### config.mk
export PLATFORM = sky130hd
export DESIGN_NAME = gnms_sector
export DESIGN_NICKNAME = d
export VERILOG_FILES = /design/src/rtl/gnms_pkg.sv /design/src/rtl/gnms_sector.sv
export SDC_FILE = /design/constraint.sdc
export NUM_CORES = 1
export LEC_CHECK = 0
export BUFFER_PORTS_ARGS = -buffer_cell sky130_fd_sc_hd__buf_2
export CORE_AREA = 2 2 44 46
export DETAILED_ROUTE_END_ITERATION = 10
export DIE_AREA = 0 0 46 48
export GPL_TIMING_DRIVEN = 0
export PLACE_DENSITY = 0.84
export SYNTH_ARGS = -nofsm -noshare
export SYNTH_HDL_FRONTEND = slang
export SYNTH_SLANG_ARGS = --single-unit
### constraint.sdc
create_clock -name vclk -period 7.1
set_clock_uncertainty 0.2 [all_clocks]
set_input_delay 1.42 -clock vclk [all_inputs]
set_output_delay 1.42 -clock vclk [all_outputs]
set_load 0.1 [all_outputs]
### src/rtl/gnms_pkg.sv
// Types and constants for the gradient non-maximum suppression block.
package gnms_pkg;

  // Configuration register map and field widths.
  localparam int CFG_IDX_BITS  = 1;
  localparam int CFG_DATA_BITS = 13;
  localparam int FW_BITS       = 11;
  localparam int FH_BITS       = 13;
  localparam int ROW_BITS      = 13;
  localparam int HLAST_BITS    = 12;
  localparam int MAX_HEIGHT    = 4096;
  localparam int DIR_BITS      = 15;

  localparam logic [CFG_IDX_BITS-1:0] CFG_FRAME_WIDTH  = 1'd0;
  localparam logic [CFG_IDX_BITS-1:0] CFG_FRAME_HEIGHT = 1'd1;

  localparam logic [FW_BITS-1:0] FRAME_WIDTH_RST  = 11'd640;
  localparam logic [FH_BITS-1:0] FRAME_HEIGHT_RST = 13'd480;

  // Request type codes.
  localparam logic REQ_PIXEL = 1'b0;
  localparam logic REQ_FLUSH = 1'b1;

  // Rows of a window column.
  localparam int ROW_TOP = 0;
  localparam int ROW_MID = 1;
  localparam int ROW_BOT = 2;

  // Direction sectors.
  typedef enum logic [1:0] {
    SEC_HORIZ   = 2'd0,
    SEC_DIAG45  = 2'd1,
    SEC_VERT    = 2'd2,
    SEC_DIAG135 = 2'd3
  } sector_e;

  // Rational pi used for the degree conversion.
  localparam longint unsigned PI_NUM  = 64'd245850922;
  localparam longint unsigned PI_DEN  = 64'd78256779;
  localparam longint unsigned DEG_DEN = 64'd360 * PI_DEN;

  // Smallest |direction| that rounds to 23, 68, 113, 158 and 203 degrees.
  localparam logic [DIR_BITS-1:0] DIR_T1 =
    15'((64'd45 * 64'd4096 * PI_NUM + DEG_DEN - 64'd1) / DEG_DEN);
  localparam logic [DIR_BITS-1:0] DIR_T2 =
    15'((64'd135 * 64'd4096 * PI_NUM + DEG_DEN - 64'd1) / DEG_DEN);
  localparam logic [DIR_BITS-1:0] DIR_T3 =
    15'((64'd225 * 64'd4096 * PI_NUM + DEG_DEN - 64'd1) / DEG_DEN);
  localparam logic [DIR_BITS-1:0] DIR_T4 =
    15'((64'd315 * 64'd4096 * PI_NUM + DEG_DEN - 64'd1) / DEG_DEN);
  localparam logic [DIR_BITS-1:0] DIR_T5 =
    15'((64'd405 * 64'd4096 * PI_NUM + DEG_DEN - 64'd1) / DEG_DEN);

  // Position flags of one counted word within the frame.
  typedef struct packed {
    logic pixel;      // word still carries a pixel of this frame
    logic top_clamp;  // column sits in row one, top neighbour clamps
    logic emit;       // word releases a result
    logic end_row;    // result is the last pixel of a row
    logic end_frame;  // result is the last pixel of the frame
  } pos_flags_t;

endpackage

### src/rtl/gnms_sector.sv
// Quantises a gradient direction into one of four sectors.
module gnms_sector (
  input  logic signed [gnms_pkg::DIR_BITS-1:0] grad_direction_i,
  output gnms_pkg::sector_e                    sector_o
);

  logic signed [gnms_pkg::DIR_BITS:0] dir_ext;
  logic [gnms_pkg::DIR_BITS:0]        dir_abs;
  logic [gnms_pkg::DIR_BITS-1:0]      dir_mag;
  logic [2:0]                         band;
  logic [1:0]                         pos_sec;

  // Magnitude of the angle; the most negative code gives exactly 16384.
  always_comb begin
    dir_ext = {grad_direction_i[gnms_pkg::DIR_BITS-1], grad_direction_i};
    dir_abs = dir_ext[gnms_pkg::DIR_BITS] ? 16'(-dir_ext) : 16'(dir_ext);
    dir_mag = dir_abs[gnms_pkg::DIR_BITS-1:0];
  end

  // The number of degree boundaries passed picks the sector; every fourth
  // band wraps back to horizontal, as folding into half a turn does.
  always_comb begin
    band = 3'(dir_mag >= gnms_pkg::DIR_T1) + 3'(dir_mag >= gnms_pkg::DIR_T2) +
           3'(dir_mag >= gnms_pkg::DIR_T3) + 3'(dir_mag >= gnms_pkg::DIR_T4) +
           3'(dir_mag >= gnms_pkg::DIR_T5);
    pos_sec = band[1:0];
    // A negative angle mirrors the diagonals.
    sector_o = gnms_pkg::sector_e'(dir_ext[gnms_pkg::DIR_BITS] ?
                                   2'(2'd0 - pos_sec) : pos_sec);
  end

endmodule

; ---- Yosys cells after proc, flatten, opt, wreduce, memory -nomap -nowiden
; Cells that the tools add are included.
[classes]
mux = 2
n_lt_le_gt_ge = 5
addsub = 6
[ops]
columns = cell, count
row1 = $ge A15 B13 Y1 const B, 2
row2 = $ge A15 B14 Y1 const B, 2
row3 = $ge A15 B11 Y1 const B, 1
row4 = $mux W15, 1
row5 = $neg A15 Y15, 1
row6 = $add A2 B1 Y2, 3
row7 = $add A1 B1 Y2, 1
row8 = $mux W2, 1
row9 = $sub A1 B2 Y2 const A, 1
[totals]
in_bits = 15
reg_bits = 0
word_cells = 13

; ---- Logic depth before layout (Yosys ltp)
[depth]
depth_word = 9
ltp_mapped = 15

; ---- Least setup slack after synthesis
; No wires, ideal clock.
[synth_path]
path_type = input port to output port
start = in grad_direction_i[0] in the netlist's numbering
end = out sector_o[1]
path_stages = 15
arrival_ns = 6.838
slack_ns = -1.358
n_path_buf = 3
path_cell_list = buf_4 -> inv_1 -> ha_1 -> clkbuf_8 -> or4b_1 -> clkbuf_2 -> o2111a_1 -> a211o_1 -> nand2_1 -> a21oi_1 -> o41ai_1 -> fa_1 -> fa_1 -> nand2_1 -> xnor2_1
[synth_via]
elab_chain_len = 9
[synth_rtl]
columns = item, line
row1 = from (decl), gnms_sector.sv:3  ; input logic signed [gnms_pkg::DIR_BITS-1:0] grad_direction_i,
row2 = $neg A15 Y15, gnms_sector.sv:16  ; dir_abs = dir_ext[gnms_pkg::DIR_BITS] ? 16'(-dir_ext) : 16'(dir_ext);
row3 = $mux W15 (*), gnms_sector.sv:16
row4 = $ge A15 B11 Y1 / $ge A15 B13 Y1 (equally long branches), gnms_sector.sv:23  ; band = 3'(dir_mag >= gnms_pkg::DIR_T1) + 3'(dir_mag >= gnms_pkg::DIR_T2) +
row5 = $add A1 B1 Y2, gnms_sector.sv:23
row6 = $add A2 B1 Y2, gnms_sector.sv:23
row7 = $add A2 B1 Y2, gnms_sector.sv:24  ; 3'(dir_mag >= gnms_pkg::DIR_T3) + 3'(dir_mag >= gnms_pkg::DIR_T4) +
row8 = $add A2 B1 Y2 (*), gnms_sector.sv:24
row9 = $sub A1 B2 Y2, gnms_sector.sv:29  ; 2'(2'd0 - pos_sec) : pos_sec);
row10 = $mux W2 (*), gnms_sector.sv:28  ; sector_o = gnms_pkg::sector_e'(dir_ext[gnms_pkg::DIR_BITS] ?
row11 = to (decl), gnms_sector.sv:4  ; output gnms_pkg::sector_e sector_o
; Mark *: on every way between the ends. The rest lies on a longest branch, timed or not.

; ---- Final worst setup path
; Ends and elaborated chain as after synthesis.

==> results.yml <==
critical_path:
  crit_fanout: 10
  cpMaxStageDelayCell: "fa_1"
  cpPeakStageDelay_ns: 0.45
  worst-path-buf-inv: 5
  crit_type: "in2out"
  required_ns: 5.48
  crit_path_end_kind: "primary output"
  critPathLaunchType: "input port"
  worstPathCellList: "buf_4 -> inv_1 -> ha_1 -> clkbuf_8 -> or4b_1 -> clkbuf_2 -> o31ai_1 -> a22oi_1 -> o31a_1 -> o2111a_1 -> o21ai_1 -> fa_1 -> fa_2 -> xor2_1 -> xnor2_4 -> clkbuf_4"
  worstPathArrival_ns: 5.26
  crit_family: "compound AO/OA/AOI/OAI gates"
finish:
  fin_cells: 166
  multi_input_area_um2: 886
  diodes: 0
  nFillCells: 162
  layout-drive-gt1-share_pct: 24.8
  regArea_um2: 0
  area_growth_pct: 12.1
  final_cell_mix: "12 x buf_2, 9 x nor2_1, 9 x o21ai_0, 8 x nor3_1, 8 x nand2_1"
  final_common_cell: "buf_2"
  n_clock_buffer: 0
  seq_cell_count: 0
  nNetsFinal: 169
synth:
  synth_cells: 137
  yosys.area.top_type: "xnor2_1"
  synth_area_per_cell_um2: 7.22
  syn-cell-area_um2: 990
  ys_types: 53
  yosysWarnings: 0
  synth_top_area_share_pct: 7.08
  synthesis.nets: 155
  yosysSeqAreaShare_pct: 0
  yosys-top-cells-area: "xnor2_1 7.1%, clkbuf_8 5.6%, xor2_1 5.3%"
global_route:
  grt-ovfl-total: 0
  track_usage_pct: 26.0
  grt_start_max_net_pins: 11
  grt_antenna_before_repair: 0
  grt_pass1_vias: 939
  grt_pass1_wl_um: 4280
drt:
  drtIter0Drc: 36
  ant_nets: 0
  vias_per_cell: 6.70
  vias: 1113
  drc: 0
  wirelength_um: 2610
  avgRoutedWirePerCell_um: 15.7
  firstDrtPassIters: 4
job:
  drv_cap: 0
placement:
  dp_hpwl_um: 2030
  gp_congestion: 0.927
  dp_cells: 166
  port_buffers: 12
sta:
  slew_violations: 0
  period_share_pct: 96.9
  worstMarginPinSlew_ns: 0.627
  slew_headroom_pct: 57.6
  hold_viol_final: 0
  fmax_mhz: 145
  finalSetupViolCount: 0
  rsz0062_at_grt: "false"
  setup_tns_ns: 0
  period_minus_slack_ns: 6.88
clock_tree:
  cts_post_setup_buffers_inserted: 0
  cts_hold_buf: 0
  ctsResizeCount: 0
floorplan:
  die_y_um: 48
  chipWidth_um: 46
  io-pin-count: 17
  die-area_mm2: 0.00221
  core_mm2: 0.00169
  rows: 15
  start_util_pct: 58.6
pwr:
  peakVddDrop_v: 0.000149
  leakagePower_uw: 0.000405
  power_density_mw_per_mm2: 132
status:
  status: "complete, no violations"
min_path:
  hold_class: "in2out"
synth_stat cells (all sizes together), types with 2 or more instances:
| library cell | number |
|---|---|
| a21oi | 4 |
| a22oi | 2 |
| a31oi | 4 |
| buf | 6 |
| clkbuf | 8 |
| fa | 2 |
| inv | 5 |
| nand2 | 9 |
| nand2b | 4 |
| nor2 | 9 |
| nor3 | 8 |
| nor3b | 2 |
| nor4 | 4 |
| nor4b | 2 |
| o2111a | 2 |
| o211ai | 2 |
| o21a | 2 |
| o21ai | 10 |
| o31ai | 4 |
| o41ai | 5 |
| or2 | 3 |
| or3 | 2 |
| or4 | 5 |
| xnor2 | 8 |
| xor2 | 6 |
worst paths after layout:
check	start	endpoint	slack, ns	depth (start not counted)
setup / recovery	grad_direction_i[0]	sector_o[1]	0.22	16
hold / removal	grad_direction_i[12]	sector_o[0]	3.72	5
routing by layer:
layer	GRT usage, %	up-vias	routed length (um)
li1	-	554	-
met1	36.2	519	1200
met2	46.1	36	1300
met3	0.755	4	98
met4	2.29	0	16
met5	0	-	0
final cells by class:
| class | count | area share [%] |
|---|---|---|
| plain buffers | 14 | 10.9 |
| inverters | 5 | 1.69 |
| multi-input cells | 118 | 79.8 |
| well taps | 17 | 1.92 |
| repair buffers | 12 | 5.64 |
report_power, final:
| part | total [uW] | leakage (uW) | internal [uW] | switching [uW] |
|---|---|---|---|---|
| logic | 147 | 0.000405 | 47.0 | 100 |
| clock network | 0 | 0 | 0 | 0 |
| registers | 0 | 0 | 0 | 0 |
metrics by stage:
| step | cell area [um2] | utilization [%] | hold slack (ns) | setup slack (ns) | power (uW) |
|---|---|---|---|---|---|
| 2_1_floorplan | 1030 | - | 3.40 | 0.0191 | 124 |
| 6_report | 1110 | 65.7 | 3.72 | 0.219 | 147 |
| 3_5_place_dp | 1110 | 65.6 | 3.73 | 0.160 | 144 |
| 4_1_cts | 1110 | 65.6 | 3.73 | 0.166 | 145 |
| 5_1_grt | 1110 | 65.7 | 3.80 | 0.00570 | 157 |
| 3_3_place_gp | 1110 | 65.6 | 3.70 | 0.188 | 142 |
tightest hold or removal path: stages:
cell and delay (ns):
buf_2 0.10, xnor2_1 0.14, nand4_1 0.17, fa_2 0.25, buf_2 0.43
cells by family (layout without fill, tap and decap cells):
logic type,after synthesis,count (layout),synth area share [%]
mux,1,1,1.14
simple gates,54,54,32.7
xor+xnor,14,14,12.4
buf+inv,19,31,14.2
fa+ha+maj,3,3,5.31
compound gates,46,46,34.3
Note: power is estimated with default switching activity, not from simulation.
