<file path="config.mk">
export PLATFORM = sky130hd
export DESIGN_NAME = gnms_nms
export DESIGN_NICKNAME = d
export VERILOG_FILES = /design/src/rtl/gnms_pkg.sv /design/src/rtl/gnms_nms.sv
export SDC_FILE = /design/constraint.sdc
export NUM_CORES = 1
export LEC_CHECK = 0
export BUFFER_PORTS_ARGS = -buffer_cell sky130_fd_sc_hd__buf_4
export CORE_UTILIZATION = 62
export DETAILED_ROUTE_END_ITERATION = 10
export GPL_ROUTABILITY_DRIVEN = 0
export MAX_ROUTING_LAYER = met4
export PLACE_DENSITY = 0.94
export SKIP_LAST_GASP = 1
export SLEW_MARGIN = 20
export SYNTH_ARGS = -nofsm -noshare
export SYNTH_HDL_FRONTEND = slang
export SYNTH_SLANG_ARGS = --single-unit
</file>
<file path="constraint.sdc">
create_clock -name clk_i -period 8.6 [get_ports clk_i]
set_clock_uncertainty 0.15 [all_clocks]
set_input_delay 0.86 -clock clk_i [delete_from_list [all_inputs] [get_ports clk_i]]
set_output_delay 0.86 -clock clk_i [all_outputs]
set_load 0.02 [all_outputs]
</file>
<file path="src/rtl/gnms_pkg.sv">
// Types and constants for the gradient non-maximum suppression block.
package gnms_pkg;

  // Configuration register map and field widths.
  localparam int CFG_IDX_BITS  = 1;
  localparam int CFG_DATA_BITS = 13;
  localparam int FW_BITS       = 11;
  localparam int FH_BITS       = 13;
  localparam int ROW_BITS      = 13;
  localparam int HLAST_BITS    = 12;
  localparam int MAX_HEIGHT    = 4096;
  localparam int DIR_BITS      = 15;

  localparam logic [CFG_IDX_BITS-1:0] CFG_FRAME_WIDTH  = 1'd0;
  localparam logic [CFG_IDX_BITS-1:0] CFG_FRAME_HEIGHT = 1'd1;

  localparam logic [FW_BITS-1:0] FRAME_WIDTH_RST  = 11'd640;
  localparam logic [FH_BITS-1:0] FRAME_HEIGHT_RST = 13'd480;

  // Request type codes.
  localparam logic REQ_PIXEL = 1'b0;
  localparam logic REQ_FLUSH = 1'b1;

  // Rows of a window column.
  localparam int ROW_TOP = 0;
  localparam int ROW_MID = 1;
  localparam int ROW_BOT = 2;

  // Direction sectors.
  typedef enum logic [1:0] {
    SEC_HORIZ   = 2'd0,
    SEC_DIAG45  = 2'd1,
    SEC_VERT    = 2'd2,
    SEC_DIAG135 = 2'd3
  } sector_e;

  // Rational pi used for the degree conversion.
  localparam longint unsigned PI_NUM  = 64'd245850922;
  localparam longint unsigned PI_DEN  = 64'd78256779;
  localparam longint unsigned DEG_DEN = 64'd360 * PI_DEN;

  // Smallest |direction| that rounds to 23, 68, 113, 158 and 203 degrees.
  localparam logic [DIR_BITS-1:0] DIR_T1 =
    15'((64'd45 * 64'd4096 * PI_NUM + DEG_DEN - 64'd1) / DEG_DEN);
  localparam logic [DIR_BITS-1:0] DIR_T2 =
    15'((64'd135 * 64'd4096 * PI_NUM + DEG_DEN - 64'd1) / DEG_DEN);
  localparam logic [DIR_BITS-1:0] DIR_T3 =
    15'((64'd225 * 64'd4096 * PI_NUM + DEG_DEN - 64'd1) / DEG_DEN);
  localparam logic [DIR_BITS-1:0] DIR_T4 =
    15'((64'd315 * 64'd4096 * PI_NUM + DEG_DEN - 64'd1) / DEG_DEN);
  localparam logic [DIR_BITS-1:0] DIR_T5 =
    15'((64'd405 * 64'd4096 * PI_NUM + DEG_DEN - 64'd1) / DEG_DEN);

  // Position flags of one counted word within the frame.
  typedef struct packed {
    logic pixel;      // word still carries a pixel of this frame
    logic top_clamp;  // column sits in row one, top neighbour clamps
    logic emit;       // word releases a result
    logic end_row;    // result is the last pixel of a row
    logic end_frame;  // result is the last pixel of the frame
  } pos_flags_t;

endpackage

</file>
<file path="src/rtl/gnms_nms.sv">
// Window registers and the suppression compare along the gradient sector.
module gnms_nms #(
  parameter int MAG_BITS = 16
) (
  input  logic                 clk_i,
  input  logic                 rst_ni,
  input  logic                 fire_i,
  input  gnms_pkg::pos_flags_t flags_i,
  input  logic [MAG_BITS-1:0]  pix_mag_i,
  input  logic [MAG_BITS-1:0]  mid_i,
  input  logic [MAG_BITS-1:0]  top_raw_i,
  input  gnms_pkg::sector_e    sec_rd_i,
  output logic [MAG_BITS-1:0]  bot_o,
  output logic [MAG_BITS-1:0]  kept_o
);

  logic [2:0][MAG_BITS-1:0] left_q;
  logic [2:0][MAG_BITS-1:0] ctr_q;
  gnms_pkg::sector_e        ctr_sec_q;
  logic                     ctr_col0_q;
  logic [2:0][MAG_BITS-1:0] new_col;
  logic [2:0][MAG_BITS-1:0] left_col;
  logic [2:0][MAG_BITS-1:0] right_col;
  logic [MAG_BITS-1:0]      n1;
  logic [MAG_BITS-1:0]      n2;
  logic [MAG_BITS-1:0]      ctr_mag;

  // New column from the line buffers and the incoming pixel. Rows beyond the
  // frame take the value of the edge row.
  always_comb begin
    new_col[gnms_pkg::ROW_MID] = mid_i;
    new_col[gnms_pkg::ROW_TOP] = flags_i.top_clamp ? mid_i : top_raw_i;
    new_col[gnms_pkg::ROW_BOT] = flags_i.pixel ? pix_mag_i : mid_i;
    bot_o = new_col[gnms_pkg::ROW_BOT];
  end

  // Horizontal edge replication: the centre stands in for a missing side.
  always_comb begin
    left_col  = ctr_col0_q ? ctr_q : left_q;
    right_col = flags_i.end_row ? ctr_q : new_col;
    ctr_mag   = ctr_q[gnms_pkg::ROW_MID];
  end

  // Neighbour pair along the sector of the centre pixel.
  always_comb begin
    case (ctr_sec_q)
      gnms_pkg::SEC_HORIZ: begin
        n1 = left_col[gnms_pkg::ROW_MID];
        n2 = right_col[gnms_pkg::ROW_MID];
      end
      gnms_pkg::SEC_DIAG45: begin
        n1 = left_col[gnms_pkg::ROW_TOP];
        n2 = right_col[gnms_pkg::ROW_BOT];
      end
      gnms_pkg::SEC_VERT: begin
        n1 = ctr_q[gnms_pkg::ROW_BOT];
        n2 = ctr_q[gnms_pkg::ROW_TOP];
      end
      gnms_pkg::SEC_DIAG135: begin
        n1 = right_col[gnms_pkg::ROW_TOP];
        n2 = left_col[gnms_pkg::ROW_BOT];
      end
      default: begin
        n1 = left_col[gnms_pkg::ROW_MID];
        n2 = right_col[gnms_pkg::ROW_MID];
      end
    endcase
    kept_o = ((ctr_mag >= n1) && (ctr_mag >= n2)) ? ctr_mag : '0;
  end

  // Window shifts one column for every counted word.
  always_ff @(posedge clk_i or negedge rst_ni) begin
    if (!rst_ni) begin
      left_q     <= '0;
      ctr_q      <= '0;
      ctr_sec_q  <= gnms_pkg::SEC_HORIZ;
      ctr_col0_q <= 1'b0;
    end else if (fire_i) begin
      left_q     <= ctr_q;
      ctr_q      <= new_col;
      ctr_sec_q  <= sec_rd_i;
      ctr_col0_q <= flags_i.end_row;
    end
  end

endmodule

</file>
# After elaboration in Yosys (flattened, before gate mapping)
# Cells that the tools add are included.
dict set report word_totals {
  latchBits 0
  ff_bits 99
  ram_bits 0
  mem_bits_ro 0
  in_bits 58
  out_inout_bits 32
  wordCells 22
  mem_count 0
}
dict set report classes {
  n_addsub 0
  multipliers 0
  eq_ne 3
  shift 0
  n_reduce_logical 2
  bitwise_logic 0
  magnitude_cmp 2
  n_mux 7
  div 0
}
# operator n
set op_table {}
lappend op_table {{$pmux W16 S4} 2}
lappend op_table {{$mux W48} 2}
lappend op_table {{$mux W16} 3}
lappend op_table {{$ge A16 B16 Y1} 2}
lappend op_table {{$eq A2 B2 Y1 const B} 2}
lappend op_table {{$eq A2 B1 Y1 const B} 1}
lappend op_table {{$logic_not A2 Y1} 1}
lappend op_table {{$logic_and A1 B1 Y1} 1}

# Depth between registers and ports, before layout
dict set report logic_depth {
  ltp_word 6
  mapped_depth 15
  ltp_nobuf 11
}

# Worst setup path after synthesis
# OpenSTA, ideal clock, no wires.
dict set report synth_path {
  path_type {input to output}
  from {input port flags_i[4] (netlist name)}
  to {output port kept_o[12]}
  n_path_buf 2
  slack_ns 4.159
  t_required_ns 7.590
  stages 11
  t_arrival_ns 3.431
  cell_sequence {buf_6 mux2_4 mux2_2 mux4_2 ha_1 nand2b_4 a2111oi_2 o32ai_1 o22a_2 buf_6 and2_1}
}
# item line
set synth_lines {}
lappend synth_lines {{start: declaration} gnms_nms.sv:8} ;# input gnms_pkg::pos_flags_t flags_i,
lappend synth_lines {{end: declaration} gnms_nms.sv:14} ;# output logic [MAG_BITS-1:0] kept_o

# Worst setup path after layout
dict set report layout_path {
  from {register ctr_col0_q}
  to {output port kept_o[14]}
}
dict set report layout_between {
  elab_chain_cells 5
}
# item line
set layout_lines {}
lappend layout_lines {{start: declaration} gnms_nms.sv:20} ;# logic ctr_col0_q;
lappend layout_lines {{start signal: assignment} gnms_nms.sv:82} ;# ctr_col0_q <= flags_i.end_row;
lappend layout_lines {{$mux W48 (*)} gnms_nms.sv:39} ;# left_col = ctr_col0_q ? ctr_q : left_q;
lappend layout_lines {{$pmux W16 S4} gnms_nms.sv:46} ;# case (ctr_sec_q)
lappend layout_lines {{$ge A16 B16 Y1} gnms_nms.sv:68} ;# kept_o = ((ctr_mag >= n1) && (ctr_mag >= n2)) ? ctr_mag : '0;
lappend layout_lines {{$logic_and A1 B1 Y1 (*)} gnms_nms.sv:68}
lappend layout_lines {{$mux W16 (*)} gnms_nms.sv:68}
# Mark *: on every way between the ends. The rest lies on a longest branch, timed or not.

==> results.cfg <==
[hold_path]
timing.hold.worst.class = primary input to asynchronous set/reset pin

[setup_path]
critical_path.max_fanout = 32
crit_chain = buf_4 > mux2_2 > mux4_2 > ha_1 > nand2b_4 > a2111oi_2 > o32ai_1 > o22a_2 > and2_1 > buf_4
timing.critical_path.arrival_ns = 4.48
setup.worst_path.end_class = primary output
critical_path.max_stage_delay_ns = 0.90
critical_path.startpoint_type = register
path_class = register to primary output
cp_common_cell = buf_4
cp_data_required_time_ns = 7.59
critical_path.slowest_cell = dfrtp_2
setup_slack_on_the_worst_flop_to_flop_path_ns = 6.70
reg2regPathDepth = 2

[cells_and_area]
drive_above_1_share = 0.3179
antennaDiodeCount = 0
nets = 800
fin_util = 0.7143
non_filler_cells_final = 850
area_growth_pct = 10.09
multiInputGateArea_sq_um = 3919
final.fill_count = 710
regArea_sq_um = 2480

[routing]
final_antenna_net_count = 0
routed_via_density = 6.199
drt-total-wl_mm = 15.82
wl_per_cell_um = 18.61
dr_total_vias = 5269
highest-signal-layer = met4
drt_iter0_drc = 375
detailroute.wirelength.met3_um = 787
drt-pass1-iter-count = 5
remaining_drc_errors = 0
met1_length_mm = 6.583
met2_wirelength_mm = 8.172

[clock_tree]
cts-hold-fix-buffers = 0
tritoncts_num_sinks = 99
clkTransAtPathRegs_ns = 0.10
clock_latency_ns = 0.38
cts_buffer_depth = 2
tritoncts.num_buffers = 9
tritoncts = built
post_cts_resized = 0
cts_setup_buffers = 0
cts-root-buf = clkbuf_8
htree_levels = 3

[power_and_ir_drop]
cellInternalPower_w = 0.0008920
net_switching_fraction_of_the_power = 0.3485
power_frac_seq = 0.432
leakage_nw = 3.430
fin_total_pwr_w = 0.001369
power_density_nw_per_um2 = 182.4
netSwitchingPower_w = 0.0004772
power.combinational.fraction = 0.359
worst_ir_drop_vdd_v = 0.0001148
p_clk_frac = 0.209

[yosys]
synthesis.nets = 761
synth_seq_area_share = 0.3634
netlist.top_cell.by_area = dfrtp_1
synth_top_cells_by_area = dfrtp_1, mux2_2, mux2i_1, a21oi_1, ha_1
synth_enable_flop_cells = 0
avgSynthCellArea_sq_um = 10.16
postSynth.topFlopCell = dfrtp_1
synthArstFlopShare = 1.000
cell_with_the_most_instances_after_synthesis = dfrtp_1
synth_commonest_cells = dfrtp_1, mux2_2, nor2_1
yosys_register_bits = 99
netlist.area_leader.share = 0.3634
yosys_warnings = 0
synth_cell_types = 31
post_synth_instance_area_sq_um = 6818
netlist_instances = 671

[sta]
maximum_clock_frequency_ghz = 0.1823
grt_setup_unrepaired = no
least_margin_pin_slew_ns = 0.8763
finalHoldViolCount = 0
slew_violations = 0
max-slew-margin-rel = 0.4158
setup_viol_count_final = 0
final_min_period_over_clock_period = 0.6378
fin_crit_ns = 5.485
final.setup.tns_ns = 0

[status]
run_status = completed

[placed_design]
place.detailed.instances = 835
buffer_ports.inserted = 87
dpl.hpwl_mm = 10.87

[die]
starting_density_of_the_core = 0.6488
row_count = 37
die_width_um = 106.9
design.portCount = 90
placeableCoreArea_sq_um = 10510
fp.dieArea_sq_um = 11420
height_of_the_die_um = 106.9

[grt]
antenna_found_initial = 0
grt_first_pass_wirelength_mm = 25.92
grt_pass1_vias = 5324
gr-usage-all-layers = 0.2998
globalRoute.totalOverflow = 0
grt_start_max_net_pins = 76

[run]
max_cap_violations = 0
[sequential cells by signal (all words and copies together), names as in the netlist]
register and cells:
ctr_mag 16, ctr_col0_q 1, ctr_sec_q 2, left_q 48, ctr_q 32
[power by group through the flow]
stage | registers (W) | logic, W | clock network [W]
2_1_floorplan | 0.000571 | 0.000368 | 0
3_3_place_gp | 0.000591 | 0.000457 | 0
3_5_place_dp | 0.000599 | 0.000485 | 0
4_1_cts | 0.000589 | 0.000489 | 0.000287
5_1_grt | 0.000600 | 0.000537 | 0.000310
6_report | 0.000591 | 0.000492 | 0.000286
[cell families (layout without fill, tap and decap cells)]
group | count (synthesis) | count (layout) | share of synthesized area
adders and majority gates | 32 | 32 | 0.05873
muxes | 190 | 190 | 0.3138
and+or+nand+nor | 140 | 140 | 0.09396
buffers and inverters | 82 | 125 | 0.06185
DFF | 99 | 99 | 0.3634
AOI/OAI and AO/OA | 128 | 128 | 0.1083
[final timing paths]
check                                       start                     end
max                        ctr_col0_q$_DFFE_PN0P_              kept_o[14]
min                                        rst_ni   ctr_q[32]$_DFFE_PN0P_
max reg2reg                ctr_col0_q$_DFFE_PN0P_  ctr_col0_q$_DFFE_PN0P_
min reg2reg                left_q[43]$_DFFE_PN0P_  left_q[43]$_DFFE_PN0P_
max in group asynchronous                  rst_ni  ctr_col0_q$_DFFE_PN0P_
min in group clk_i         left_q[43]$_DFFE_PN0P_  left_q[43]$_DFFE_PN0P_
[placed cells by master, fill, tap and decap left out, types with 4 or more instances in the layout]
cell type / n
dfrtp_1: 97
clkbuf_8: 12
mux2_2: 96
buf_4: 92
inv_1: 18
and2_1: 9
o21ai_0: 12
a211oi_1: 9
ha_1: 32
mux2i_1: 84
mux4_2: 9
o22ai_1: 14
and2_4: 7
nor2b_1: 9
nor2_1: 87
nand4_1: 6
nand2_1: 17
a21oi_1: 80
o21a_1: 4
[layout make-up]
class                           instances  share of cell area
Multi-Input combinational cell        490              0.5221
Sequential cell                        99              0.3304
Timing Repair Buffer                   92             0.09202
Tap cell                              136             0.02267
Clock buffer                           13             0.02250
Inverter                               18            0.009001
Clock inverter                          2            0.001334
[through the flow]
| step | hold slack, ns | setup slack (ns) | area (sq um) |
|---|---|---|---|
| final | 0.2759 | 3.115 | 7506 |
| after global routing | 0.2971 | 2.961 | 7506 |
| after CTS | 0.2930 | 3.170 | 7506 |
| after detailed placement | 0.3429 | 3.468 | 7327 |
| after global placement | 0.3307 | 3.524 | 7327 |
| after floorplan | 0.3226 | 4.159 | 6818 |
[layer usage]
metal	track usage	up-vias
li1	-	2463
met1	0.3598	2588
met2	0.5184	182
met3	0.04985	36
met4	0.09198	0
met5	-	-
[critical path: cells and delay by family, from the launching register on]
kind,cells,cell delay (ns)
mux,2,0.88
fa+ha+maj,1,0.29
simple gates,2,0.37
flops,1,0.90
compound gates,3,0.95
buf+inv,2,0.68
No activity file was read; power rests on OpenSTA's default activity.
