## src/rtl/gnms_pkg.sv

```systemverilog
// Types and constants for the gradient non-maximum suppression block.
package gnms_pkg;

  // Configuration register map and field widths.
  localparam int CFG_IDX_BITS  = 1;
  localparam int CFG_DATA_BITS = 13;
  localparam int FW_BITS       = 11;
  localparam int FH_BITS       = 13;
  localparam int ROW_BITS      = 13;
  localparam int HLAST_BITS    = 12;
  localparam int MAX_HEIGHT    = 4096;
  localparam int DIR_BITS      = 15;

  localparam logic [CFG_IDX_BITS-1:0] CFG_FRAME_WIDTH  = 1'd0;
  localparam logic [CFG_IDX_BITS-1:0] CFG_FRAME_HEIGHT = 1'd1;

  localparam logic [FW_BITS-1:0] FRAME_WIDTH_RST  = 11'd640;
  localparam logic [FH_BITS-1:0] FRAME_HEIGHT_RST = 13'd480;

  // Request type codes.
  localparam logic REQ_PIXEL = 1'b0;
  localparam logic REQ_FLUSH = 1'b1;

  // Rows of a window column.
  localparam int ROW_TOP = 0;
  localparam int ROW_MID = 1;
  localparam int ROW_BOT = 2;

  // Direction sectors.
  typedef enum logic [1:0] {
    SEC_HORIZ   = 2'd0,
    SEC_DIAG45  = 2'd1,
    SEC_VERT    = 2'd2,
    SEC_DIAG135 = 2'd3
  } sector_e;

  // Rational pi used for the degree conversion.
  localparam longint unsigned PI_NUM  = 64'd245850922;
  localparam longint unsigned PI_DEN  = 64'd78256779;
  localparam longint unsigned DEG_DEN = 64'd360 * PI_DEN;

  // Smallest |direction| that rounds to 23, 68, 113, 158 and 203 degrees.
  localparam logic [DIR_BITS-1:0] DIR_T1 =
    15'((64'd45 * 64'd4096 * PI_NUM + DEG_DEN - 64'd1) / DEG_DEN);
  localparam logic [DIR_BITS-1:0] DIR_T2 =
    15'((64'd135 * 64'd4096 * PI_NUM + DEG_DEN - 64'd1) / DEG_DEN);
  localparam logic [DIR_BITS-1:0] DIR_T3 =
    15'((64'd225 * 64'd4096 * PI_NUM + DEG_DEN - 64'd1) / DEG_DEN);
  localparam logic [DIR_BITS-1:0] DIR_T4 =
    15'((64'd315 * 64'd4096 * PI_NUM + DEG_DEN - 64'd1) / DEG_DEN);
  localparam logic [DIR_BITS-1:0] DIR_T5 =
    15'((64'd405 * 64'd4096 * PI_NUM + DEG_DEN - 64'd1) / DEG_DEN);

  // Position flags of one counted word within the frame.
  typedef struct packed {
    logic pixel;      // word still carries a pixel of this frame
    logic top_clamp;  // column sits in row one, top neighbour clamps
    logic emit;       // word releases a result
    logic end_row;    // result is the last pixel of a row
    logic end_frame;  // result is the last pixel of the frame
  } pos_flags_t;

endpackage

```

## src/rtl/gnms_raster.sv

```systemverilog
// Frame size registers and raster position counters.
module gnms_raster #(
  parameter int MAX_WIDTH = 1024
) (
  input  logic                                clk_i,
  input  logic                                rst_ni,
  input  logic                                cfg_we_i,
  input  logic [gnms_pkg::CFG_IDX_BITS-1:0]   cfg_idx_i,
  input  logic [gnms_pkg::CFG_DATA_BITS-1:0]  cfg_wdata_i,
  input  logic                                advance_i,
  output logic [$clog2(MAX_WIDTH)-1:0]        col_o,
  output gnms_pkg::pos_flags_t                flags_o
);

  localparam int CW = $clog2(MAX_WIDTH);
  localparam int EW = (CW + 1 > gnms_pkg::FW_BITS) ? CW + 1 : gnms_pkg::FW_BITS;

  logic [gnms_pkg::FW_BITS-1:0]    fw_q;
  logic [gnms_pkg::FH_BITS-1:0]    fh_q;
  logic [CW-1:0]                   col_q;
  logic [gnms_pkg::ROW_BITS-1:0]   row_q;
  logic [EW-1:0]                   fw_ext;
  logic [EW-1:0]                   wlast_ext;
  logic [CW-1:0]                   wlast;
  logic [gnms_pkg::HLAST_BITS-1:0] hlast;
  logic [gnms_pkg::ROW_BITS-1:0]   hlast_ext;

  // Configuration registers.
  always_ff @(posedge clk_i or negedge rst_ni) begin
    if (!rst_ni) begin
      fw_q <= gnms_pkg::FRAME_WIDTH_RST;
      fh_q <= gnms_pkg::FRAME_HEIGHT_RST;
    end else if (cfg_we_i) begin
      case (cfg_idx_i)
        gnms_pkg::CFG_FRAME_WIDTH:  fw_q <= cfg_wdata_i[gnms_pkg::FW_BITS-1:0];
        gnms_pkg::CFG_FRAME_HEIGHT: fh_q <= cfg_wdata_i;
        default: ;
      endcase
    end
  end

  // Last column and last row, with zero acting as one and large values capped.
  always_comb begin
    fw_ext = EW'(fw_q);
    if (fw_ext == '0) begin
      wlast_ext = '0;
    end else if (fw_ext > EW'(MAX_WIDTH)) begin
      wlast_ext = EW'(MAX_WIDTH - 1);
    end else begin
      wlast_ext = fw_ext - EW'(1);
    end
    wlast = wlast_ext[CW-1:0];

    if (fh_q == '0) begin
      hlast = '0;
    end else if (fh_q > 13'(gnms_pkg::MAX_HEIGHT)) begin
      hlast = 12'(gnms_pkg::MAX_HEIGHT - 1);
    end else begin
      hlast = 12'(fh_q - 13'd1);
    end
    hlast_ext = {1'b0, hlast};
  end

  // Position flags of the word at the current count. Rows past the last one
  // are the drain row and the single word that closes the frame.
  always_comb begin
    flags_o.pixel     = (row_q <= hlast_ext);
    flags_o.top_clamp = (row_q == 13'd1);
    flags_o.emit      = (row_q >= 13'd2) || ((row_q == 13'd1) && (col_q != '0));
    flags_o.end_row   = (col_q == '0);
    flags_o.end_frame = (row_q == hlast_ext + 13'd2) && (col_q == '0);
  end

  // Raster counters; a configuration write restarts the frame.
  always_ff @(posedge clk_i or negedge rst_ni) begin
    if (!rst_ni) begin
      col_q <= '0;
      row_q <= '0;
    end else if (cfg_we_i) begin
      col_q <= '0;
      row_q <= '0;
    end else if (advance_i) begin
      if (flags_o.end_frame) begin
        col_q <= '0;
        row_q <= '0;
      end else if (col_q == wlast) begin
        col_q <= '0;
        row_q <= row_q + 13'd1;
      end else begin
        col_q <= col_q + CW'(1);
      end
    end
  end

  assign col_o = col_q;

endmodule

```

## config.mk

```make
export PLATFORM = sky130hd
export DESIGN_NAME = gnms_raster
export DESIGN_NICKNAME = d
export VERILOG_FILES = /design/src/rtl/gnms_pkg.sv /design/src/rtl/gnms_raster.sv
export SDC_FILE = /design/constraint.sdc
export NUM_CORES = 1
export LEC_CHECK = 0
export BUFFER_PORTS_ARGS = -buffer_cell sky130_fd_sc_hd__buf_2
export CAP_MARGIN = 25
export CELL_PAD_IN_SITES_DETAIL_PLACEMENT = 1
export CELL_PAD_IN_SITES_GLOBAL_PLACEMENT = 2
export CORE_MARGIN = 2
export CORE_UTILIZATION = 34
export DETAILED_ROUTE_END_ITERATION = 6
export GPL_TIMING_DRIVEN = 0
export MAX_ROUTING_LAYER = met4
export PLACE_DENSITY_LB_ADDON = 0.1
export SYNTH_ARGS = -nofsm -noshare
export SYNTH_HDL_FRONTEND = slang
export SYNTH_SLANG_ARGS = --single-unit
export TNS_END_PERCENT = 100
```

## constraint.sdc

```tcl
create_clock -name clk_i -period 3.9 [get_ports clk_i]
set_input_delay 0.39 -clock clk_i [delete_from_list [all_inputs] [get_ports clk_i]]
set_output_delay 0.39 -clock clk_i [all_outputs]
set_load 0.005 [all_outputs]
```

* Word-level counts from Yosys, hierarchy flattened
Index checks and enable logic that the tools add are counted.
** Cells by class
- Add/subtract/negate cells :: 5
- Bitwise logic cells :: 1
- Reduce and logical (&&, ||, !) cells :: 12
- Magnitude comparators :: 4
- Mux-type cells :: 12
- Eq/ne operators :: 3
** Operators with widths (number)
- $mux W10 :: 6
- $mux W13 :: 4
- $mux W12 :: 2
- $add A12 B2 Y13 const B :: 1
- $add A13 B1 Y13 const B :: 1
- $eq A13 B1 Y1 const B :: 1
- $eq A13 B13 Y1 :: 1
- $ge A13 B2 Y1 const B :: 1
- $gt A13 B13 Y1 const B :: 1
- $le A13 B12 Y1 :: 1
- $logic_not A13 Y1 :: 1
- $sub A12 B1 Y12 const B :: 1
- $gt A11 B11 Y1 const B :: 1
- $logic_not A11 Y1 :: 1
- $add A10 B1 Y10 const B :: 1
- $eq A10 B10 Y1 :: 1
- $logic_not A10 Y1 :: 1
- $reduce_bool A10 Y1 :: 1
- $sub A10 B1 Y10 const B :: 1
- $reduce_and A2 Y1 :: 3
- $reduce_bool A3 Y1 :: 1
- $logic_and A1 B1 Y1 :: 2
- $reduce_bool A2 Y1 :: 1
- $logic_or A1 B1 Y1 :: 1
- $not A1 Y1 :: 1
** Word-level totals
- Output and inout port bits :: 15
- Logic and storage cells :: 41
- Bits of input ports :: 18
- Bits in registers :: 47

* Logic depth before layout (Yosys ltp)
Gate-level depths: netlist of the first run.
- Depth in word-level cells :: 9
- Gate-level depth with buffers :: 22
- Depth with buffers taken out :: 19

* Least setup slack after synthesis of the first run
Ideal clock, no wire load.
- Path kind :: register to register
- Start :: reg fh_q[0] (netlist bit)
- End :: reg row_q[11] (netlist bit)
- Data arrival time :: 3.878 ns
- Path slack :: -0.058 ns
- Stages on the path, launching flop included :: 20
- Cell sequence :: dfrtp_1 -> buf_2 -> inv_1 -> ha_1 -> nor3b_2 -> buf_2 -> a31oi_1 -> nor2_1 -> inv_1 -> ha_1 -> inv_1 -> or4b_1 -> o32a_1 -> nand3_1 -> nand4b_1 -> a2111oi_4 -> a21oi_2 -> buf_6 -> or4_1 -> a21oi_1
** Between the ends
- Word-level cells in the longest chain between the ends :: 9
- Elaborated cells between the ends (all ways) :: 13
- Classes of those cells :: add/sub: 2; order compare: 1; eq/ne: 1; mux: 5; reduce/logical: 4
** RTL lines
- start, declared :: line gnms_raster.sv:19 : logic [gnms_pkg::FH_BITS-1:0] fh_q;
- start signal, assigned :: line gnms_raster.sv:32 : fh_q <= gnms_pkg::FRAME_HEIGHT_RST;
- start signal, assigned :: line gnms_raster.sv:36 : gnms_pkg::CFG_FRAME_HEIGHT: fh_q <= cfg_wdata_i;
- $sub A12 B1 Y12 or $gt A13 B13 Y1 (tied branches) :: line gnms_raster.sv:59, gnms_raster.sv:56
- $mux W12 :: line gnms_raster.sv:56 : end else if (fh_q > 13'(gnms_pkg::MAX_HEIGHT)) begin
- $mux W12 * :: line gnms_raster.sv:54 : if (fh_q == '0) begin
- $add A12 B2 Y13 * :: line gnms_raster.sv:71 : flags_o.end_frame = (row_q == hlast_ext + 13'd2) && (col_q == '0);
- $eq A13 B13 Y1 * :: line gnms_raster.sv:71
- $logic_and A1 B1 Y1 * :: line gnms_raster.sv:71
- $mux W13 :: line gnms_raster.sv:83 : if (flags_o.end_frame) begin
- $mux W13 :: line gnms_raster.sv:82 : end else if (advance_i) begin
- $mux W13 :: line gnms_raster.sv:79 : end else if (cfg_we_i) begin
- end signal, assigned :: line gnms_raster.sv:88 : row_q <= row_q + 13'd1;
- end, declared :: line gnms_raster.sv:21 : logic [gnms_pkg::ROW_BITS-1:0] row_q;
Every way passes the cells marked *; elsewhere a longest branch is shown, timed or not. The select of a mux whose other input is x is not followed.
A chain may end at the register's enable or synchronous reset.

* Worst setup path in the final report of the first run
- Start :: reg fh_q[4] (netlist bit)
- End :: reg row_q[9] (netlist bit)
Same word-level chain as after synthesis.

==> summary.md, run 1 <==
| Metric | Value |
|---|---|
| Status | `complete, no violations` |
| Logic pwr share | `a little over two fifths` |
| Worst slew pin tran | `approximately 0.55 ns` |
| Arrival time at the worst endpoint | `a little over 4 ns` |
| Sequential area share after synthesis | `between 20% and 30%` |
| Met1 wire length | `roughly 6500 um` |
| Most frequent cell after synthesis | `dfrtp_1` |
| Ant diodes | `0` |
| Mapped Avg Cell Area | `8.36 um2` |
| Chip height | `around 120 um` |
| Worst Setup Path Type | `reg2reg` |
| Post-cts hold buffer count | `0` |
| Fmax | `roughly 260 MHz` |
| Ys Warns | `0` |
| Top_reg_cell synth | `dfrtp_1` |
| First-pass GRT wire length | `23,400 um` |
| Htree depth | `2` |
| Drc violations | `0` |
| Switch share | `a little under two fifths` |
| # rows | `40` |
| Commonest cells in the synthesized netlist | `dfrtp_1 (41), nor2_1 (39), a21oi_1 (31)` |
| Origin of the worst setup path | `fh_q[4]` |
| R2r endpoint | `row_q[9]` |
| Setup crit end | `row_q[9]` |
| Synth top area share | `about a quarter` |
| PD cells | `about 350 nW/um2` |
| WL/cell | `between 15 and 20 um` |
| Pint | `0.00121 W` |
| Net Switching | `roughly 0.00074 W` |
| Leakage Power | `roughly 2.2 nW` |
| Post-Syn Nets | `roughly 540` |
| Slew Limit Fails | `0` |
| I/O pin count | `33` |
| Relative slew slack | `62.8%` |
| RSZ-0062 raised after global routing | `true` |
| Clk_lat worst skew | `roughly 0.30 ns` |
| Placeable Area | `12,100 um2` |
| Initial core utilization | `between 30% and 40%` |
| Detailed placer's ending HPWL | `approximately 11,000 um` |
| Max-cap violation count | `0` |
| Maximum vdd ir drop | `0.179 mV` |
| Setup crit start kind | `flop` |
| Design area | `between 5000 and 6000 um2` |
| I/O Buffers | `32` |
| 1st-pass router iterations | `4` |
| Final hold violations | `0` |
| Fin crit period | `~3.9 ns` |
| Post-DP Area | `~4600 um2` |
| Initial antenna violation count | `0` |
| DIE WIDTH | `approximately 120 um` |
| Mapped cell area | `~4200 um2` |
| Hold Path Class | `in2async` |
| Tcrit/Tclk final | `approximately 100%` |
| R2R Path Start | `fh_q[4]` |
| Clock sink count | `47` |
| Worst-path clk slew | `approximately 0.06 ns` |
| Final Power | `0.00195 W` |
| Largest area contributor in the netlist | `dfrtp_1` |
| Reg power frac | `between 30% and 40%` |
| CP max FO | `7` |
| Fill cell count | `1,429` |
| Synth unique cells | `76` |
| TritonCTS clock tree | `done` |
| Reg2reg setup slack | `~0.03 ns` |
| Total Routing Usage GR | `roughly 23%` |
| Largest net degree at the start of global routing | `29` |
| Layout cell share with drive strength beyond 1 | `31.8%` |
| Syn Inst Count | `506` |
| GPL Wtd Cong | `about 0.85` |
| Full die area | `~13,000 um2` |
| Final wirelength | `around 14,000 um` |
| Clock Tree Buf Depth | `2` |
| DR vias/cell | `about 5.7` |
| Post-synth ARST share | `between 90% and 100%` |
| Clk root buf | `clkbuf_16` |
| P&R area growth vs syn | `31.2%` |
| CP required | `slightly above 4 ns` |
| #FFs+latches synth | `47` |
| Final setup viols | `0` |
| Global route total overflow | `0` |
| Uppermost layer routed | `met4` |
| Final ANT Viol Nets | `0` |
| Post-synth EDFFs | `0` |
| WL met2 | `around 7400 um` |
| Final net count | `621` |
| R2R depth | `14` |
| Met3 wire length | `about 330 um` |
| Number of global-route vias before repair | `between 4,000 and 5,000` |
| Crit end category | `flop` |
| Drt first-iter violations | `~160` |
| Vias | `around 4,300` |
| WHS | `around 0.064 ns` |
| CTS buffer count | `5` |
| Worst Skew | `0.00900 ns` |
| Synth area leaders | `dfrtp_1 (24%), ha_1 (5.9%), mux2_2 (5.6%), dfstp_2 (3.7%), a21oi_1 (3.7%)` |
| Clock Power Share | `around 26%` |
registers in the layout, summed over array words and instances (netlist names):
signal and count:
col_o 10, fh_q 13, fw_ext 11, row_q 13
worst min path at each step:
stage,from,endpoint,cells past startpoint
after global routing,rst_ni,fw_ext[4],1
after detailed placement,rst_ni,fw_ext[4],1
after global placement,fw_ext[1],fw_ext[1],2
after CTS,rst_ni,fw_ext[4],1
after floorplan,rst_ni,col_o[0],0
final,rst_ni,fw_ext[4],1
critical path, stage by stage (launching register included):
cell	delay, ns
dfrtp_1	0.38
buf_6	0.13
or4_4	0.59
buf_12	0.18
o41ai_4	0.43
o31ai_4	0.16
xor2_1	0.19
nand3_1	0.11
or3b_4	0.44
a2111oi_4	0.35
a21oi_2	0.12
buf_6	0.15
buf_6	0.12
or3_4	0.32
a21oi_2	0.13
layer usage:
metal / vias up / global-route usage [%]
li1: 2054 / -
met1: 2138 / 29.0
met2: 55 / 39.5
met3: 18 / 2.51
met4: 0 / 5.46
met5: - / -
power groups by stage:
stage	clock network [W]	logic, W	registers, W
floorplan	0	0.000462	0.000585
global route	0.000532	0.000920	0.000612
finish	0.000502	0.000841	0.000604
CTS	0.000513	0.000735	0.000603
detailed placement	0	0.000642	0.000602
global placement	0	0.000626	0.000600
what timing repair did:
action	CTS	global route
pin swaps	30	25
gates cloned	0	1
endpoints found under the setup margin	25	21
buffers inserted	20	19
gates resized for setup	50	53
cells in the final DEF, fill, tap and decap left out, types with 18 or more instances in the layout:
cell type  count
nand3_1       20
mux2_2        21
buf_2         33
a21oi_1       26
nor2_1        35
clkbuf_1      18
buf_4         36
inv_1         22
dfrtp_1       38
nand2_1       27
o21ai_0       22
logic make-up after synthesis:
group           share of synthesized area [%]
compound gates                           21.1
mux                                      7.01
fa+ha+maj                                5.92
xor+xnor                                 5.09
simple gates                             26.8
flops                                    28.0
buf+inv                                  6.06
final cells by class:
cell class,instances,area (um2),share of cell area (%)
Multi-Input combinational cell,398,3180,57.2
Sequential cell,47,1190,21.4
Timing Repair Buffer,73,503,9.06
Tap cell,168,210,3.79
Buffer,32,206,3.72
Clock buffer,6,129,2.32
Inverter,26,100,1.80
Clock inverter,2,37.5,0.676
per-stage QoR:
step	setup TNS, ns	util [%]	cells	worst slack [ns]
5_1_grt	-0.539	46.0	752	-0.105
3_3_place_gp	-6.05	38.3	706	-0.488
6_report	0	46.0	752	0.0302
2_1_floorplan	0	-	506	0.00272
4_1_cts	0	42.9	732	0.00521
3_5_place_dp	-7.60	38.5	708	-0.563
(Power assumes the default switching activity.)
==> inputs of run 2 (changes only) <==
Settings changed: CORE_ASPECT_RATIO from default to 0.7.
==> run 2 against run 1 <==
Effect of this change: clock power increased by 13%; clock-buffer cell count stayed put; design area increased by 1.6%; hold slack got worse by 0.049 ns; critical endpoint is now row_q[3]; sequential cell count did not move; sequential share of layout area shrank 0.32 points; largest cell class unchanged; setup slack improved by 0.024 ns.
==> summary.md, run 2 (synthesis gave the netlist of run 1 again) <==
| Metric | Value |
|---|---|
| Placed Cells | `701 (-0.99%)` |
| Tcrit/Tclk final | `98.6% (-0.62 points)` |
| Vias | `4,363 (+2.3%)` |
| Final wirelength | `15,700 um (+8.7%)` |
| CTS buffer count | `5 (unchanged)` |
| Clk_lat worst skew | `0.30 ns (about the same)` |
| I/O pin count | `33 (unchanged)` |
| Clk root buf | `clkbuf_16` |
| DIE WIDTH | `137 um (+19%)` |
| Fin util | `45.9% (-0.13 points)` |
| Htree depth | `2 (unchanged)` |
| Arrival time at the worst endpoint | `4.06 ns (-0.04 ns)` |
| Drc violations | `0 (unchanged)` |
| Post-DP Area | `4640 um2 (-0.24%)` |
| Leading cell types in the layout, fill and taps excluded | `dfrtp_1 (37), nor2_1 (35), buf_2 (33)` |
| CP max stage delay | `0.52 ns (-0.07 ns)` |
| I/O Buffers | `32 (unchanged)` |
| Slowest-stage cell, CP | `or4b_1` |
| Final hold violations | `0 (unchanged)` |
| Global route total overflow | `0 (unchanged)` |
| Clock sink count | `47 (unchanged)` |
| Max-cap violation count | `0 (unchanged)` |
| Number of global-route vias before repair | `4,437 (+0.045%)` |
| RSZ-0062 raised after global routing | `true` |
| Worst Skew | `0.00715 ns (-0.00185 ns)` |
| P&R area growth vs syn | `33.4%` |
| Reg2reg setup slack | `0.05 ns (+0.02 ns)` |
| 1st-pass router iterations | `4 (unchanged)` |
| Fill cell count | `1,429 (unchanged)` |
| Worst Setup Path Type | `reg2reg` |
| Final Power | `0.00208 W (+6.7%)` |
| Layout cell share with drive strength beyond 1 | `34.9% (+3.1 points)` |
| Buf/Inv on CP | `6 (+2)` |
| Design area | `5640 um2 (+1.6%)` |
| DR vias/cell | `5.90 (+4.0%)` |
| Ant diodes | `0 (unchanged)` |
| Status | `complete, no violations` |
| Finished Layout Cells | `740 (-1.6%)` |
| Setup crit start kind | `flop` |
| Fmax | `260 MHz (+0.63%)` |
| Placeable Area | `12,300 um2 (+1.9%)` |
| CP max FO | `7 (unchanged)` |
| Critical path depth | `19 (+5)` |
| Final ANT Viol Nets | `0 (unchanged)` |
| Initial core utilization | `34.4% (-0.66 points)` |
| PD cells | `368 nW/um2 (+4.9%)` |
| Slew Limit Fails | `0 (unchanged)` |
| Crit path cell chain | `inv_4 > ha_4 > buf_4 > xnor2_2 > a31oi_4 > nor2_4 > inv_2 > ha_4 > inv_2 > or4b_1 > o32a_1 > nand3_2 > nand4b_1 > a2111oi_4 > a21oi_2 > buf_6 > buf_6 > or3_1 > a21oi_1` |
| WL/cell | `21.2 um (+10%)` |
| Worst slew pin tran | `0.565 ns (+0.0137 ns)` |
| Leakage Power | `2.24 nW (+0.59%)` |
| Total Routing Usage GR | `24.2% (+1.2 points)` |
| Relative slew slack | `62.1% (-0.66 points)` |
| Final setup viols | `0 (unchanged)` |
| # rows | `34 (-15%)` |
| Worst-path clk slew | `0.07 ns (about the same)` |
| Maximum vdd ir drop | `0.245 mV (+37%)` |
| Crit end category | `flop` |
| TritonCTS clock tree | `done` |
| Clock Tree Buf Depth | `2 (unchanged)` |
| CP delay by family, top | `simple AND/OR/NAND/NOR gates` |
| Hold Path Class | `in2async` |
| R2R depth | `19 (+5)` |
| CP required | `4.12 ns (about the same)` |
| GPL Wtd Cong | `0.861 (+1.3%)` |
| Chip height | `97.3 um (-16%)` |
| Full die area | `13,400 um2 (+0.11%)` |
| Post-cts hold buffer count | `0 (unchanged)` |
| Initial antenna violation count | `0 (unchanged)` |
| Sum of negative setup slack | `0 ns (unchanged)` |
| Drt first-iter violations | `230 (+43%)` |
| Fin crit period | `3.85 ns (-0.0243 ns)` |
| Most common cell after layout, fill and taps aside | `dfrtp_1` |
| Final net count | `615 (-0.97%)` |
| First-pass GRT wire length | `24,500 um (+5.0%)` |
| Largest net degree at the start of global routing | `33 (+14%)` |
| Detailed placer's ending HPWL | `11,300 um (+7.5%)` |
## run 2: path summary, 6_finish.rpt
path / start / end
setup reg to reg: fh_q[0] / row_q[3]
min in group clk_i: cfg_wdata_i[11] / fh_q[11]
setup / recovery: fh_q[0] / row_q[3]
max in group asynchronous: rst_ni / fh_q[6]
hold reg to reg: row_q[0] / row_q[0]
hold / removal: rst_ni / fh_q[11]
## run 2: through the flow
stage,setup slack [ns],hold slack (ns)
after floorplan,0.00272,0.0944
after global placement,-0.592,0.573
after detailed placement,-0.743,0.338
after CTS,-0.0531,0.0266
after global routing,-0.0838,0.0359
final,0.0545,0.0145
## run 2: area by class of cell
type	instances	area (um2)	area share, %
clock buffers	6	129	2.28
repair buffers	70	510	9.05
well taps	162	203	3.59
plain buffers	29	159	2.82
multi-input cells	398	3290	58.4
flip-flops and latches	47	1190	21.1
clock inverters	2	60.1	1.06
inverters	26	100	1.77
## run 2: layer usage
metal | global-route usage (%) | routed length [um] | share of wire, %
met1 | 36.6 | 8080 | 51
met2 | 35.3 | 6920 | 44
met3 | 3.23 | 580 | 3.7
met4 | 2.70 | 127 | 0.81
met5 | - | 0 | 0
## run 2: repair_timing
| action | 4_1_cts | 5_1_grt |
|---|---|---|
| cloned | 0 | 1 |
| pin swaps | 28 | 31 |
| resized for setup | 53 | 69 |
| endpoints found under the setup margin | 25 | 25 |
| buffers inserted | 18 | 18 |
## run 2: where the power goes
part           total [W]  switching, W  internal (W)
combinational   0.000890      0.000508      0.000382
sequential      0.000619     0.0000801      0.000539
clock           0.000567      0.000199      0.000368
total            0.00208      0.000788       0.00129
==> inputs of run 3 (changes only) <==
==> constraint.sdc (replaced) <==
create_clock -name clk_i -period 3.9 [get_ports clk_i]
set_input_delay 0.585 -clock clk_i [delete_from_list [all_inputs] [get_ports clk_i]]
set_output_delay 0.585 -clock clk_i [all_outputs]
set_load 0.005 [all_outputs]
==> run 3 against run 2 <==
Effect of this change: the run now ends with setup timing left; via count decreased by 0.96%; sequential share of layout area increased by 0.67 points; setup slack got worse by 0.11 ns; register-to-register slack got worse by 0.04 ns; core utilization decreased by 1.5 points; fmax decreased by 2.7%; clock power about the same; highest routed layer unchanged; critical endpoint is now flags_o[0].
==> summary.md, run 3 (synthesis gave the netlist of run 1 again) <==
| Metric | Value |
|---|---|
| Maximum vdd ir drop | `0.188 mV (-23%)` |
| Final ANT Viol Nets | `0 (unchanged)` |
| Full die area | `13,400 um2 (unchanged)` |
| Chip height | `97.3 um (unchanged)` |
| Fin util | `44.4% (-1.5 points)` |
| Pint | `0.00125 W (-2.7%)` |
| CP max FO | `4 (-3)` |
| Worst-path clk slew | `0.07 ns (about the same)` |
| Multi-input gate area | `3150 um2 (-4.3%)` |
| Global route total overflow | `0 (unchanged)` |
| Seq. cell area | `1190 um2 (-0.11%)` |
| Clock sink count | `47 (unchanged)` |
| CTS buffer count | `5 (unchanged)` |
| Slowest-stage cell, CP | `or4_4` |
| Crit end category | `primary output` |
| RSZ-0062 raised after global routing | `true` |
| Reg power frac | `30.6% (+0.8 points)` |
| Finished Layout Cells | `740 (unchanged)` |
| Design area | `5460 um2 (-3.2%)` |
| Clk_lat worst skew | `0.29 ns (about the same)` |
| Detailed placer's ending HPWL | `11,300 um (unchanged)` |
| Leakage Power | `2.21 nW (-1.6%)` |
| Worst Skew | `0.00948 ns (+0.00233 ns)` |
| Number of global-route vias before repair | `4,502 (+1.5%)` |
| Clock Power Share | `28.1% (+0.8 points)` |
| Post-cts hold buffer count | `0 (unchanged)` |
| Leading cell types in the layout, fill and taps excluded | `dfrtp_1 (38), nor2_1 (35), buf_4 (33)` |
| Slew Limit Fails | `0 (unchanged)` |
| Layout cell share with drive strength beyond 1 | `30.6% (-4.3 points)` |
| I/O Buffers | `32 (unchanged)` |
| Initial antenna violation count | `0 (unchanged)` |
| GPL Wtd Cong | `0.861 (unchanged)` |
| Fin crit period | `3.95 ns (+0.106 ns)` |
| Post-DP Area | `4640 um2 (unchanged)` |
| Placeable Area | `12,300 um2 (unchanged)` |
| CP max stage delay | `0.54 ns (+0.02 ns)` |
| Final hold violations | `0 (unchanged)` |
| Sum of negative setup slack | `-0.0588 ns (-0.0588 ns)` |
| Htree depth | `2 (unchanged)` |
| Drt first-iter violations | `217 (-5.7%)` |
| Total Routing Usage GR | `24.7% (+0.49 points)` |
| Setup ws final | `-0.0519 ns (-0.106 ns)` |
| Failing checks | `setup timing` |
| Vias | `4,321 (-0.96%)` |
| WL/cell | `20.9 um (-1.4%)` |
| Final wirelength | `15,500 um (-1.4%)` |
| CP required | `3.31 ns (-0.81 ns)` |
| # rows | `34 (unchanged)` |
| Fill cell count | `1,443 (+0.98%)` |
| Largest net degree at the start of global routing | `33 (unchanged)` |
| Ant diodes | `0 (unchanged)` |
| Hold Path Class | `in2async` |
| DIE WIDTH | `137 um (unchanged)` |
| Max-cap violation count | `0 (unchanged)` |
| First-pass GRT wire length | `25,000 um (+1.9%)` |
| Final net count | `615 (unchanged)` |
| Clk root buf | `clkbuf_16` |
| Switch share | `37.6% (-0.31 points)` |
| Clock Tree Buf Depth | `2 (unchanged)` |
| Placed Cells | `701 (unchanged)` |
| PD cells | `368 nW/um2 (about the same)` |
| Worst slew pin tran | `0.570 ns (+0.00504 ns)` |
| TritonCTS clock tree | `done` |
| I/O pin count | `33 (unchanged)` |
| Tcrit/Tclk final | `101% (+2.7 points)` |
| Crit path cell chain | `buf_6 > or4_4 > or3_4 > a21bo_1 > a21oi_2 > nand3_1 > or3_1 > o211ai_1 > buf_4 > and4_1 > buf_2` |
| Most common cell after layout, fill and taps aside | `dfrtp_1` |
| Initial core utilization | `34.4% (unchanged)` |
| Status | `finished with violations` |
| DR vias/cell | `5.84 (-0.96%)` |
| Net Switching | `0.000756 W (-4.0%)` |
| Drc violations | `0 (unchanged)` |
| 1st-pass router iterations | `5 (+1)` |
| Arrival time at the worst endpoint | `3.37 ns (-0.69 ns)` |
| Logic pwr share | `41.3% (-1.6 points)` |
| Relative slew slack | `62.0% (-0.11 points)` |
| Final setup viols | `2 (+2)` |
| P&R area growth vs syn | `29.1%` |
| Worst Setup Path Type | `reg2out` |
| Fmax | `253 MHz (-2.7%)` |
| Setup crit start kind | `flop` |
| Place WS | `-0.743 ns (unchanged)` |
-- run 3: cell types whose count changed in the layout (fill, tap and decap cells not counted), sizes merged --
cell / change
buf: +1
clkbuf: -1
-- run 3: routing by layer --
layer  share of wire (%)  GRT usage [%]  wire length, um  vias to the layer above
li1                    -              -                -                     2042
met1                  52           37.0             8090                     2186
met2                  44           36.4             6780                       82
met3                 3.4           3.23              528                       11
met4                0.69           3.09              107                        0
met5                   0              -                0                        -
-- run 3: path summary, 6_finish.rpt --
path | startpoint | to | slack (ns) | cells after the start
min in group clk_i | cfg_wdata_i[11] | fh_q[11] | 0.52 | 2
max reg2reg | fh_q[3] | row_q[7] | 0.01 | 13
max in group asynchronous | rst_ni | fh_q[6] | 3.12 | 2
max | fh_q[0] | flags_o[0] | -0.05 | 11
min reg2reg | row_q[0] | row_q[0] | 0.60 | 1
min | rst_ni | fh_q[11] | 0.21 | 1
-- run 3: area by class of cell --
class	count	share of cell area, %
inverters	26	1.83
well taps	162	3.71
plain buffers	31	3.28
repair buffers	68	8.32
multi-input cells	398	57.7
clock inverters	2	1.10
clock buffers	6	2.36
flip-flops and latches	47	21.7
-- run 3: through the flow --
step / hold WS (ns) / total power (W)
global route: 0.226 / 0.00213
finish: 0.210 / 0.00201
global placement: 0.573 / 0.00123
floorplan: 0.289 / 0.00105
CTS: 0.222 / 0.00197
detailed placement: 0.533 / 0.00126
-- run 3: repair_timing --
action / in CTS / in global routing
setup endpoints to repair: 25 / 25
cloned: 0 / 0
resized for setup: 68 / 21
setup buffers: 25 / 10
pin swaps: 37 / 9
-- run 3: critical path: cells and delay by family, from the launching register on --
| family | cells | cell delay [ns] |
|---|---|---|
| and+or+nand+nor | 5 | 1.75 |
| DFF | 1 | 0.38 |
| AOI/OAI and AO/OA | 3 | 0.55 |
| buffers and inverters | 3 | 0.40 |
-- run 3: power by group through the flow --
stage / registers (W) / clock network [W] / logic, W
2_1_floorplan: 0.000585 / 0 / 0.000462
3_3_place_gp: 0.000602 / 0 / 0.000632
3_5_place_dp: 0.000606 / 0 / 0.000653
4_1_cts: 0.000611 / 0.000576 / 0.000780
5_1_grt: 0.000626 / 0.000601 / 0.000902
6_report: 0.000616 / 0.000564 / 0.000830
